## config.mk

```make
export PLATFORM = sky130hd
export DESIGN_NAME = message_router_gpio_agent
export DESIGN_NICKNAME = d
export VERILOG_FILES = /design/src/rtl/mrga_pkg.sv /design/src/rtl/message_router_gpio_agent.sv /design/src/rtl/mrga_regs.sv /design/src/rtl/mrga_exec.sv
export SDC_FILE = /design/constraint.sdc
export NUM_CORES = 1
export LEC_CHECK = 0
export ABC_AREA = 1
export BUFFER_PORTS_ARGS = -buffer_cell sky130_fd_sc_hd__buf_4
export CORE_MARGIN = 4
export CORE_UTILIZATION = 40
export DETAILED_ROUTE_END_ITERATION = 6
export PLACE_DENSITY = 0.76
export SYNTH_ARGS = -nofsm -noshare
export SYNTH_HDL_FRONTEND = slang
export SYNTH_SLANG_ARGS = --single-unit
```

## constraint.sdc

```tcl
create_clock -name clk -period 3.04 [get_ports clk]
set_input_delay 0.152 -clock clk [delete_from_list [all_inputs] [get_ports clk]]
set_output_delay 0.152 -clock clk [all_outputs]
set_load 0.05 [all_outputs]
```

## src/rtl/mrga_pkg.sv

```systemverilog
// Package for the message router and GPIO agent.
// Holds the transaction structs, configuration struct and command codes.
// No dependencies; every other file in rtl/ refers to it by scoped names.
package mrga_pkg;

  localparam logic [7:0] DEFAULT_ADDR = 8'h0A;
  localparam logic [7:0] SERIAL_ADDR  = 8'hFF;
  localparam logic [7:0] FLAG_ACK     = 8'h80;
  localparam logic [7:0] FLAG_UART    = 8'h40;
  localparam logic [7:0] MASK_RESET   = 8'hFF;

  localparam logic [7:0] OP_NOP      = 8'h00;
  localparam logic [7:0] OP_GET_PORT = 8'h01;
  localparam logic [7:0] OP_SET_PORT = 8'h02;
  localparam logic [7:0] OP_GET_DIR  = 8'h03;
  localparam logic [7:0] OP_SET_DIR  = 8'h04;
  localparam logic [7:0] OP_GET_ADDR = 8'h05;
  localparam logic [7:0] OP_SET_ADDR = 8'h06;
  localparam logic [7:0] OP_FWD      = 8'h3F;

  localparam logic [5:0] LEN_PORT  = 6'd9;
  localparam logic [5:0] LEN_ADDR  = 6'd6;
  localparam logic [5:0] LEN_OTHER = 6'd5;

  // Register indexes on the configuration port (taken from paddr bit 2).
  localparam logic REG_PORT0_MASK = 1'b0;
  localparam logic REG_PORT1_MASK = 1'b1;

  localparam int ADDR_W = 3;

  typedef struct packed {
    logic       from_radio;
    logic [7:0] src;
    logic [7:0] dst;
    logic [7:0] sta;
    logic [7:0] seq;
    logic [7:0] cmd;
    logic [7:0] arg1;
    logic [7:0] arg2;
    logic [7:0] arg3;
    logic [7:0] arg4;
    logic [5:0] msg_len;
  } msg_in_t;

  typedef struct packed {
    logic       to_radio;
    logic [5:0] pipe;
    logic [7:0] out_src;
    logic [7:0] out_dst;
    logic [7:0] out_sta;
    logic [7:0] out_seq;
    logic [7:0] out_b0;
    logic [7:0] out_b1;
    logic [7:0] out_b2;
    logic [7:0] out_b3;
    logic [7:0] out_b4;
    logic [5:0] out_len;
  } msg_out_t;

  typedef struct packed {
    logic [7:0] port0_valid_mask;
    logic [7:0] port1_valid_mask;
  } cfg_t;

  function automatic logic [7:0] masked_write(input logic [7:0] cur, input logic [7:0] val,
                                              input logic [7:0] sel, input logic [7:0] valid);
    logic [7:0] m;
    m = sel & valid;
    return (cur & ~m) | (val & m);
  endfunction

endpackage

```

## src/rtl/message_router_gpio_agent.sv

```systemverilog
// Top level of the message router and GPIO agent.
// Input register, result register and handshake; instantiates mrga_regs
// and mrga_exec, and uses mrga_pkg.
//
//   channel  | handshake              | payload
//   ---------+------------------------+---------------------------------
//   in       | in_valid / in_ready    | in_data  (mrga_pkg::msg_in_t)
//   out      | out_valid / out_ready  | out_data (mrga_pkg::msg_out_t)
//   config   | psel/penable/pwrite    | paddr, pwdata, prdata, pready
//
// A message is latched in the input register, decided and executed from there,
// and its result lands in the result register; one message is taken per
// cycle while no stalled reply holds the result register.
// A dropped acknowledgement leaves the input register without using the
// result register. While a result waits, the input register still takes one
// more message. Synchronous reset restores the node address to 0x0A and
// clears the port and direction registers.
module message_router_gpio_agent (
  input  logic                        clk,
  input  logic                        rst,
  input  logic                        in_valid,
  output logic                        in_ready,
  input  mrga_pkg::msg_in_t           in_data,
  output logic                        out_valid,
  input  logic                        out_ready,
  output mrga_pkg::msg_out_t          out_data,
  input  logic                        psel,
  input  logic                        penable,
  input  logic                        pwrite,
  input  logic [mrga_pkg::ADDR_W-1:0] paddr,
  input  logic [31:0]                 pwdata,
  output logic [31:0]                 prdata,
  output logic                        pready
);

  mrga_pkg::cfg_t     cfg;
  mrga_pkg::msg_in_t  in_q;
  mrga_pkg::msg_out_t res;
  logic               in_v;
  logic               drop;
  logic               fire;
  logic               load;
  logic               in_acc;

  mrga_regs u_regs (
    .clk     (clk),
    .rst     (rst),
    .psel    (psel),
    .penable (penable),
    .pwrite  (pwrite),
    .paddr   (paddr),
    .pwdata  (pwdata),
    .prdata  (prdata),
    .pready  (pready),
    .cfg     (cfg)
  );

  mrga_exec u_exec (
    .clk  (clk),
    .rst  (rst),
    .fire (fire),
    .msg  (in_q),
    .cfg  (cfg),
    .res  (res),
    .drop (drop)
  );

  assign fire     = in_v && (drop || !out_valid || out_ready);
  assign load     = fire && !drop;
  assign in_ready = !in_v || fire;
  assign in_acc   = in_valid && in_ready;

  always_ff @(posedge clk) begin
    if (rst) begin
      in_v <= 1'b0;
    end else if (in_acc) begin
      in_v <= 1'b1;
    end else if (fire) begin
      in_v <= 1'b0;
    end
  end

  always_ff @(posedge clk) begin
    if (in_acc) begin
      in_q <= in_data;
    end
  end

  always_ff @(posedge clk) begin
    if (rst) begin
      out_valid <= 1'b0;
    end else if (load) begin
      out_valid <= 1'b1;
    end else if (out_ready) begin
      out_valid <= 1'b0;
    end
  end

  always_ff @(posedge clk) begin
    if (load) begin
      out_data <= res;
    end
  end

  a_load_shows: assert property (@(posedge clk) disable iff (rst)
    load |=> out_valid)
    else $error("executed transaction did not reach the result register");

  a_drop_keeps_result: assert property (@(posedge clk) disable iff (rst)
    fire && drop && out_valid && !out_ready |=> out_valid && $stable(out_data))
    else $error("dropped acknowledgement disturbed a waiting result");

  a_held_input: assert property (@(posedge clk) disable iff (rst)
    in_v && !fire |=> in_v && $stable(in_q))
    else $error("stalled input transaction was lost or changed");

endmodule

```

## src/rtl/mrga_regs.sv

```systemverilog
// Configuration registers of the message router behind an APB-style port.
// Holds the two port valid masks; depends on mrga_pkg.
module mrga_regs (
  input  logic                        clk,
  input  logic                        rst,
  input  logic                        psel,
  input  logic                        penable,
  input  logic                        pwrite,
  input  logic [mrga_pkg::ADDR_W-1:0] paddr,
  input  logic [31:0]                 pwdata,
  output logic [31:0]                 prdata,
  output logic                        pready,
  output mrga_pkg::cfg_t              cfg
);

  logic wr_en;
  logic reg_sel;

  assign pready  = 1'b1;
  assign wr_en   = psel && penable && pwrite && pready;
  assign reg_sel = paddr[2];

  always_ff @(posedge clk) begin
    if (rst) begin
      cfg.port0_valid_mask <= mrga_pkg::MASK_RESET;
      cfg.port1_valid_mask <= mrga_pkg::MASK_RESET;
    end else if (wr_en) begin
      case (reg_sel)
        mrga_pkg::REG_PORT0_MASK: cfg.port0_valid_mask <= pwdata[7:0];
        mrga_pkg::REG_PORT1_MASK: cfg.port1_valid_mask <= pwdata[7:0];
        default: ;
      endcase
    end
  end

  always_comb begin
    case (reg_sel)
      mrga_pkg::REG_PORT0_MASK: prdata = {24'd0, cfg.port0_valid_mask};
      mrga_pkg::REG_PORT1_MASK: prdata = {24'd0, cfg.port1_valid_mask};
      default:                  prdata = 32'd0;
    endcase
  end

endmodule

```

## src/rtl/mrga_exec.sv

```systemverilog
// Routing decision and command execution for one registered message.
// Holds the node address and the port output and direction registers;
// depends on mrga_pkg.
module mrga_exec (
  input  logic               clk,
  input  logic               rst,
  input  logic               fire,
  input  mrga_pkg::msg_in_t  msg,
  input  mrga_pkg::cfg_t     cfg,
  output mrga_pkg::msg_out_t res,
  output logic               drop
);

  logic [7:0] node_addr, node_addr_next;
  logic [7:0] port0_out, port0_out_next;
  logic [7:0] port1_out, port1_out_next;
  logic [7:0] port0_dir, port0_dir_next;
  logic [7:0] port1_dir, port1_dir_next;

  logic for_node;
  logic ack;
  logic is_cmd;

  assign for_node = (msg.dst == node_addr) ||
                    (msg.dst == mrga_pkg::SERIAL_ADDR && msg.src == mrga_pkg::SERIAL_ADDR);
  assign ack      = msg.sta[7];
  assign is_cmd   = for_node && !ack && (msg.cmd != mrga_pkg::OP_FWD);
  assign drop     = for_node && ack && !msg.sta[6];

  // Register updates of the command; the reply reports the updated values.
  always_comb begin
    node_addr_next = node_addr;
    port0_out_next = port0_out;
    port1_out_next = port1_out;
    port0_dir_next = port0_dir;
    port1_dir_next = port1_dir;
    if (is_cmd) begin
      case (msg.cmd)
        mrga_pkg::OP_SET_PORT: begin
          port0_out_next = mrga_pkg::masked_write(port0_out, msg.arg1, msg.arg2,
                                                  cfg.port0_valid_mask);
          port1_out_next = mrga_pkg::masked_write(port1_out, msg.arg3, msg.arg4,
                                                  cfg.port1_valid_mask);
        end
        mrga_pkg::OP_SET_DIR: begin
          port0_dir_next = mrga_pkg::masked_write(port0_dir, msg.arg1, msg.arg2,
                                                  cfg.port0_valid_mask);
          port1_dir_next = mrga_pkg::masked_write(port1_dir, msg.arg3, msg.arg4,
                                                  cfg.port1_valid_mask);
        end
        mrga_pkg::OP_SET_ADDR: node_addr_next = msg.arg1;
        default: ;
      endcase
    end
  end

  always_ff @(posedge clk) begin
    if (rst) begin
      node_addr <= mrga_pkg::DEFAULT_ADDR;
      port0_out <= 8'd0;
      port1_out <= 8'd0;
      port0_dir <= 8'd0;
      port1_dir <= 8'd0;
    end else if (fire) begin
      node_addr <= node_addr_next;
      port0_out <= port0_out_next;
      port1_out <= port1_out_next;
      port0_dir <= port0_dir_next;
      port1_dir <= port1_dir_next;
    end
  end

  always_comb begin
    res.pipe    = msg.sta[5:0];
    res.out_seq = msg.seq;
    res.out_b0  = msg.cmd;
    if (!for_node) begin
      res.to_radio = 1'b1;
      res.out_src  = msg.from_radio ? msg.src : node_addr;
      res.out_dst  = msg.dst;
      res.out_sta  = msg.from_radio ? msg.sta : (msg.sta | mrga_pkg::FLAG_UART);
      res.out_b1   = msg.arg1;
      res.out_b2   = msg.arg2;
      res.out_b3   = msg.arg3;
      res.out_b4   = msg.arg4;
      res.out_len  = msg.msg_len;
    end else if (!is_cmd) begin
      // Acknowledgement with the UART flag, or the forward command: pass to UART.
      res.to_radio = 1'b0;
      res.out_src  = msg.src;
      res.out_dst  = msg.dst;
      res.out_sta  = msg.sta;
      res.out_b1   = msg.arg1;
      res.out_b2   = msg.arg2;
      res.out_b3   = msg.arg3;
      res.out_b4   = msg.arg4;
      res.out_len  = msg.msg_len;
    end else begin
      res.to_radio = msg.from_radio;
      res.out_src  = node_addr_next;
      res.out_dst  = msg.src;
      res.out_sta  = msg.sta | mrga_pkg::FLAG_ACK;
      res.out_b1   = 8'd0;
      res.out_b2   = 8'd0;
      res.out_b3   = 8'd0;
      res.out_b4   = 8'd0;
      case (msg.cmd)
        mrga_pkg::OP_NOP: res.out_len = msg.msg_len;
        mrga_pkg::OP_GET_PORT, mrga_pkg::OP_SET_PORT: begin
          res.out_b1  = port0_out_next & msg.arg2;
          res.out_b2  = cfg.port0_valid_mask & msg.arg2;
          res.out_b3  = port1_out_next & msg.arg4;
          res.out_b4  = cfg.port1_valid_mask & msg.arg4;
          res.out_len = mrga_pkg::LEN_PORT;
        end
        mrga_pkg::OP_GET_DIR, mrga_pkg::OP_SET_DIR: begin
          res.out_b1  = port0_dir_next & msg.arg2;
          res.out_b2  = cfg.port0_valid_mask & msg.arg2;
          res.out_b3  = port1_dir_next & msg.arg4;
          res.out_b4  = cfg.port1_valid_mask & msg.arg4;
          res.out_len = mrga_pkg::LEN_PORT;
        end
        mrga_pkg::OP_GET_ADDR, mrga_pkg::OP_SET_ADDR: begin
          res.out_b1  = node_addr_next;
          res.out_len = mrga_pkg::LEN_ADDR;
        end
        default: res.out_len = mrga_pkg::LEN_OTHER;
      endcase
    end
  end

endmodule

```

==> Yosys cells after proc, flatten, opt, wreduce, memory -nomap -nowiden <==
Cells that the tools add are included.
{ "op_classes": {"n_eq_ne": 10, "muxes": 25, "bitwise_logic": 19, "reduce_logical": 28} }
{ "ops": {"columns": ["op", "n"], "rows": [
  ["$and A8 B8 Y8", 12],
  ["$mux W8", 11],
  ["$mux W38", 2],
  ["$pmux W32 S2", 1],
  ["$mux W24", 2],
  ["$pmux W24 S2", 1],
  ["$or A8 B8 Y8", 4],
  ["$eq A8 B3 Y1 const B", 3],
  ["$pmux W8 S3", 1],
  ["$pmux W6 S3", 1],
  ["$eq A8 B2 Y1 const B", 2],
  ["$eq A8 B8 Y1 const B", 2],
  ["$not A8 Y8", 2],
  ["$logic_and A1 B1 Y1", 10],
  ["$eq A8 B1 Y1 const B", 1],
  ["$eq A8 B8 Y1", 1],
  ["$logic_not A8 Y1", 1],
  ["$ne A8 B6 Y1 const B", 1],
  ["$mux W7", 1],
  ["$reduce_or A2 Y1", 3],
  ["$logic_not A1 Y1", 5],
  ["$mux W1", 5],
  ["$logic_or A1 B1 Y1", 4],
  ["$reduce_and A2 Y1", 2],
  ["3 further kinds", 4]
]} }
{ "totals": {"regBits": 222, "input_bits": 121, "output_inout_bits": 120, "elab_cells": 114} }

==> Longest topological paths before layout <==
{ "depth": {"depth_word": 11, "depth_mapped": 14, "mapped_depth_nobuf": 13} }

==> By module <==
From an unflattened synthesis, not the netlist that was laid out.
{ "unflattened": {"hier_cells": 1142, "area_unflattened_um2": 10538.9} }
{ "by_module_without_submodules": {"columns": ["module", "instances", "cells_per_inst", "area_per_inst_um2", "seq_area_each_um2"], "rows": [
  ["message_router_gpio_agent", 1, 184, 5048.6, 4964.8],
  ["mrga_exec", 1, 831, 4589.4, 800.8],
  ["mrga_regs", 1, 127, 900.9, 320.3]
]} }

==> Least setup slack after synthesis <==
Ideal clock, no wire load.
{ "synth_timing": {"path_type": "flip-flop to flip-flop", "startpoint": "register in_q[62] (netlist name)", "endpoint": "register in_q[0] (netlist name) (enable)", "setup_ps": 433, "arrival_time_ps": 3101, "t_required_ps": 2607, "path_slack_ps": -493, "stages_incl_launch_ff": 12, "n_path_buf": 0, "synth_period_minus_slack_ps": 3533, "cell_sequence": "edfxtp_1 -> inv_1 -> nand2_1 -> nand2_1 -> nand2_1 -> nor2_1 -> nand2_2 -> nand2_4 -> nand3_4 -> nand3_1 -> nand2_1 -> inv_1"} }
{ "synth_between": {"elab_chain_cells": 10, "elab_cells_between_ends": 11, "classes_between": "2 x eq/ne; 9 x reduce/logical"} }
{ "synth_rtl": {"columns": ["element", "line_no", "source"], "rows": [
  ["start: declaration", "message_router_gpio_agent.sv:37", "mrga_pkg::msg_in_t in_q;"],
  ["start signal: assignment", "message_router_gpio_agent.sv:85", "in_q <= in_data;"],
  ["$eq A8 B8 Y1", "mrga_exec.sv:25", "(msg.dst == mrga_pkg::SERIAL_ADDR && msg.src == mrga_pkg::SERIAL_ADDR);"],
  ["$logic_and A1 B1 Y1", "mrga_exec.sv:25", null],
  ["$logic_or A1 B1 Y1 (*)", "mrga_exec.sv:24", "assign for_node = (msg.dst == node_addr) ||"],
  ["$logic_and A1 B1 Y1 (*) (2 in series)", "mrga_exec.sv:28", "assign drop = for_node && ack && !msg.sta[6];"],
  ["$logic_or A1 B1 Y1 (*) (2 in series)", "message_router_gpio_agent.sv:68", "assign fire = in_v && (drop || !out_valid || out_ready);"],
  ["$logic_and A1 B1 Y1 (*)", "message_router_gpio_agent.sv:68", null],
  ["$logic_or A1 B1 Y1 (*)", "message_router_gpio_agent.sv:70", "assign in_ready = !in_v || fire;"],
  ["named net in_ready", "message_router_gpio_agent.sv:22", "output logic in_ready,"],
  ["$logic_and A1 B1 Y1 (*)", "message_router_gpio_agent.sv:71", "assign in_acc = in_valid && in_ready;"],
  ["named net in_acc", "message_router_gpio_agent.sv:43", "logic in_acc;"]
]} }
The timed path passes the listed nets; every way through them passes the cells marked *.
A chain may end at the register's enable or synchronous reset.

==> results.md <==
- Status: complete, no violations
- Placer Congestion: 0.852
- Most Crowded Layer GR: met2
- IO Count: 241
- Critical path class: register to register
- Max clock buf depth: 3
- Actual slew at the worst max-slew pin: 1.03 ns
- Cells after Synth: 1104
- Vias per cell: 5.10
- H-tree Lvls: 1
- Crit path required time: 3.31 ns
- CTS tree: done
- Worst-Skew Late Latency: 0.52 ns
- Total GRT Usage: 19.5%
- RSZ-0062 raised after global routing: no
- Met3 Usage GRT: 3.91%
- Multi-input gate area: 3360 µm²
- Peak supply drop: 0.000478 V
- Final Core Density: 54.7%
- CP top delay family: simple AND/OR/NAND/NOR gates
- Register area: 5910 µm²
- Slew Limit Fails: 0
- Final Setup Violations: 0
- Antenna Nets Post-Route: 0
- Post-synthesis cell type count: 37
- Initial Util: 41.0%
- Post-Synth Simple-Gate Area: 22.3%
- Setup crit start kind: register
- Number of port buffers: 189
- Post-DP HPWL: 18900 µm
- Filler Cells Inserted: 2118
- Sum of negative setup slack: 0 ns
- Total power: 0.00744 W
- Synth Warn #: 0
- Max-Slew Margin vs Limit: 31.4%
- Buf/Inv on CP: 2
- First-pass GRT wire length: 44000 µm
- CP Capture Type: register
- Synth Area in XOR/XNOR: 0.348%
- Tcrit/Tclk final: 93.9%
- Power Density: 555 nW/µm²
- Post-synthesis async set-or-reset flop share: 0%
- Root buf cell: clkbuf_16
- Worst Path Arrival: 3.12 ns
- CTS Buf Count: 25
- Worst-path maximum fanout: 11
- Mux cell area share after synthesis: 0%
- Placement Cell Area: 11700 µm²
- P_leak: 5.92 nW
- GRT met1 Usage: 26.8%
- Hold Path Class: primary input to register
- Final hold vios: 0
- Peak Freq: 350 MHz
- Cells along the critical path: or2_1 > nor2_1 > nand2_2 > inv_2 > a21oi_1 > inv_1 > nand2_1 > nor2_1 > nand3_1 > nand2_1
- Clock skew: 0.0148 ns
- GRT Residual Overflow: 0
- Largest family of logic cells by synthesized area: simple AND/OR/NAND/NOR gates
- EDFF count, synth: 158
- Worst Setup SP: in_q[39]$_DFFE_PP_
- Most common cell after layout, fill and taps aside: nand2_1
- Die H: 167 µm
- Clock sink count: 216
- Hold_sp: out_ready
- Core area: 24500 µm²
- Post-Syn Area: 10100 µm²
- Die ar.: 27800 µm²
- Initial antenna violation count: 0
- Synth Area in Compound Gates: 9.71%
- Finished layout cell area: 13400 µm²
- Max-Cap Viols: 0
- Sequential fraction of the synthesis area: 58.7%
- Grt met2 use: 31.6%
- Reg-to-reg startpoint: in_q[39]$_DFFE_PP_
- Fin nets: 1494
- Die Width: 167 µm
- Wire per inst: 16.5 µm
- Synth Register Bits: 216
- Post-Route WL: 28300 µm
- Post_cts resized: 0
- Via count: 8751
- DRC viols: 0
- Number of global-route vias before repair: 8151
- Syn Area/Cell: 9.11 µm²
- Prevailing post-synth register cell: edfxtp_1
- Fraction of layout cells with a size suffix above 1: 19.5%
- Slowest-stage cell, CP: a21oi_1
- Adder-cell share of the synthesized area: 0%
- Most frequent cells in the layout: nand2_1 (308), buf_4 (202), edfxtp_1 (158), nand3_1 (108), inv_1 (101)
- Row cnt: 57
- Max stage delay on crit path: 0.81 ns
- Area delta synth->final: 33.3%
- Minimum clock period: 2.85 ns
- Clock slew at reported path FFs: 0.06 ns
- DRT Pass-1 Iters: 7
- DRT iter0 DRCs: 1003
- ANT cells: 0
- Pin count of the biggest net entering global routing: 83
-- repair_timing --
action                                 in CTS  in global routing
hold buffers                               89                  0
buffers inserted                            0                  0
endpoints found under the hold margin     108                  0
-- tightest hold or removal path: stages --
cell,delay (ns)
buf_4,0.08
nor2_1,0.11
nand3_2,0.13
a21oi_1,0.06
-- path summary, 6_finish.rpt --
path                             to  slack (ns)  depth (start not counted)
max          out_data[19]$_DFFE_PP_        0.19                         10
max reg2reg  out_data[19]$_DFFE_PP_        0.19                         10
min reg2reg  out_data[59]$_DFFE_PP_        0.42                          0
min               in_v$_SDFFE_PP0P_        0.07                          4
-- cell usage after synthesis (5+ instances only) --
cell       count  share of area [%]
a21oi_1       38                1.9
buf_2         23                1.1
buf_4         32                2.4
buf_6          6               0.67
clkbuf_1      14               0.52
dfxtp_1       58                 12
edfxtp_1     158                 47
inv_1        103                3.8
inv_2          5               0.19
nand2_1      308                 11
nand3_1      109                5.4
nor2_1        77                2.9
o2111ai_1      9               0.78
o21ai_0       71                3.5
o21ai_1        8               0.40
o21bai_1       9               0.67
o221ai_1       8               0.70
o22ai_1       11               0.68
o31ai_1        9               0.67
or2_2          9               0.56
or3_1          8               0.50
-- kinds of logic (layout without fill, tap and decap cells) --
logic type / count (synthesis) / in the layout
flip-flops: 216 / 216
AND/OR/NAND/NOR: 529 / 529
AO/OA/AOI/OAI: 166 / 166
other: 2 / 25
XOR/XNOR: 4 / 4
buffers and inverters: 187 / 451
-- power breakdown --
group	total, W	switching [W]	leakage [nW]	internal, W
Sequential	0.00343	0.0000878	1.98	0.00334
Clock	0.00303	0.00118	0.394	0.00185
Combinational	0.000991	0.000640	3.54	0.000351
Total	0.00744	0.00191	5.92	0.00554
-- sequential cells by signal (all words and copies together) (netlist names) --
signal,cells
u_exec.port0_out,8
u_exec.port1_dir,8
in_v,1
out_valid,1
u_exec.port0_dir,8
u_exec.node_addr,8
out_data,79
u_exec.port1_out,8
in_q,79
u_regs.cfg,16
-- stage by stage --
step,std cells,setup WS (ns),hold slack (ns)
6_report,1715,0.186,0.0655
5_1_grt,1715,0.0533,0.0752
4_1_cts,1715,0.306,0.0465
3_5_place_dp,1581,0.338,0.331
3_3_place_gp,1581,0.398,0.331
2_1_floorplan,1127,0.0898,0.221
-- per-layer routing --
layer	wire [µm]	vias to the layer above
li1	-	4203
met1	11300	4025
met2	13400	457
met3	2850	66
met4	792	0
met5	0	-
-- cell type report --
cell class / instances / area share (%)
Sequential cell: 216 / 44.0
Clock inverter: 15 / 1.33
Timing Repair Buffer: 295 / 18.5
Inverter: 111 / 3.16
Tap cell: 324 / 3.02
Multi-Input combinational cell: 724 / 25.1
Clock buffer: 30 / 4.80
No activity file was read; power rests on OpenSTA's default activity.
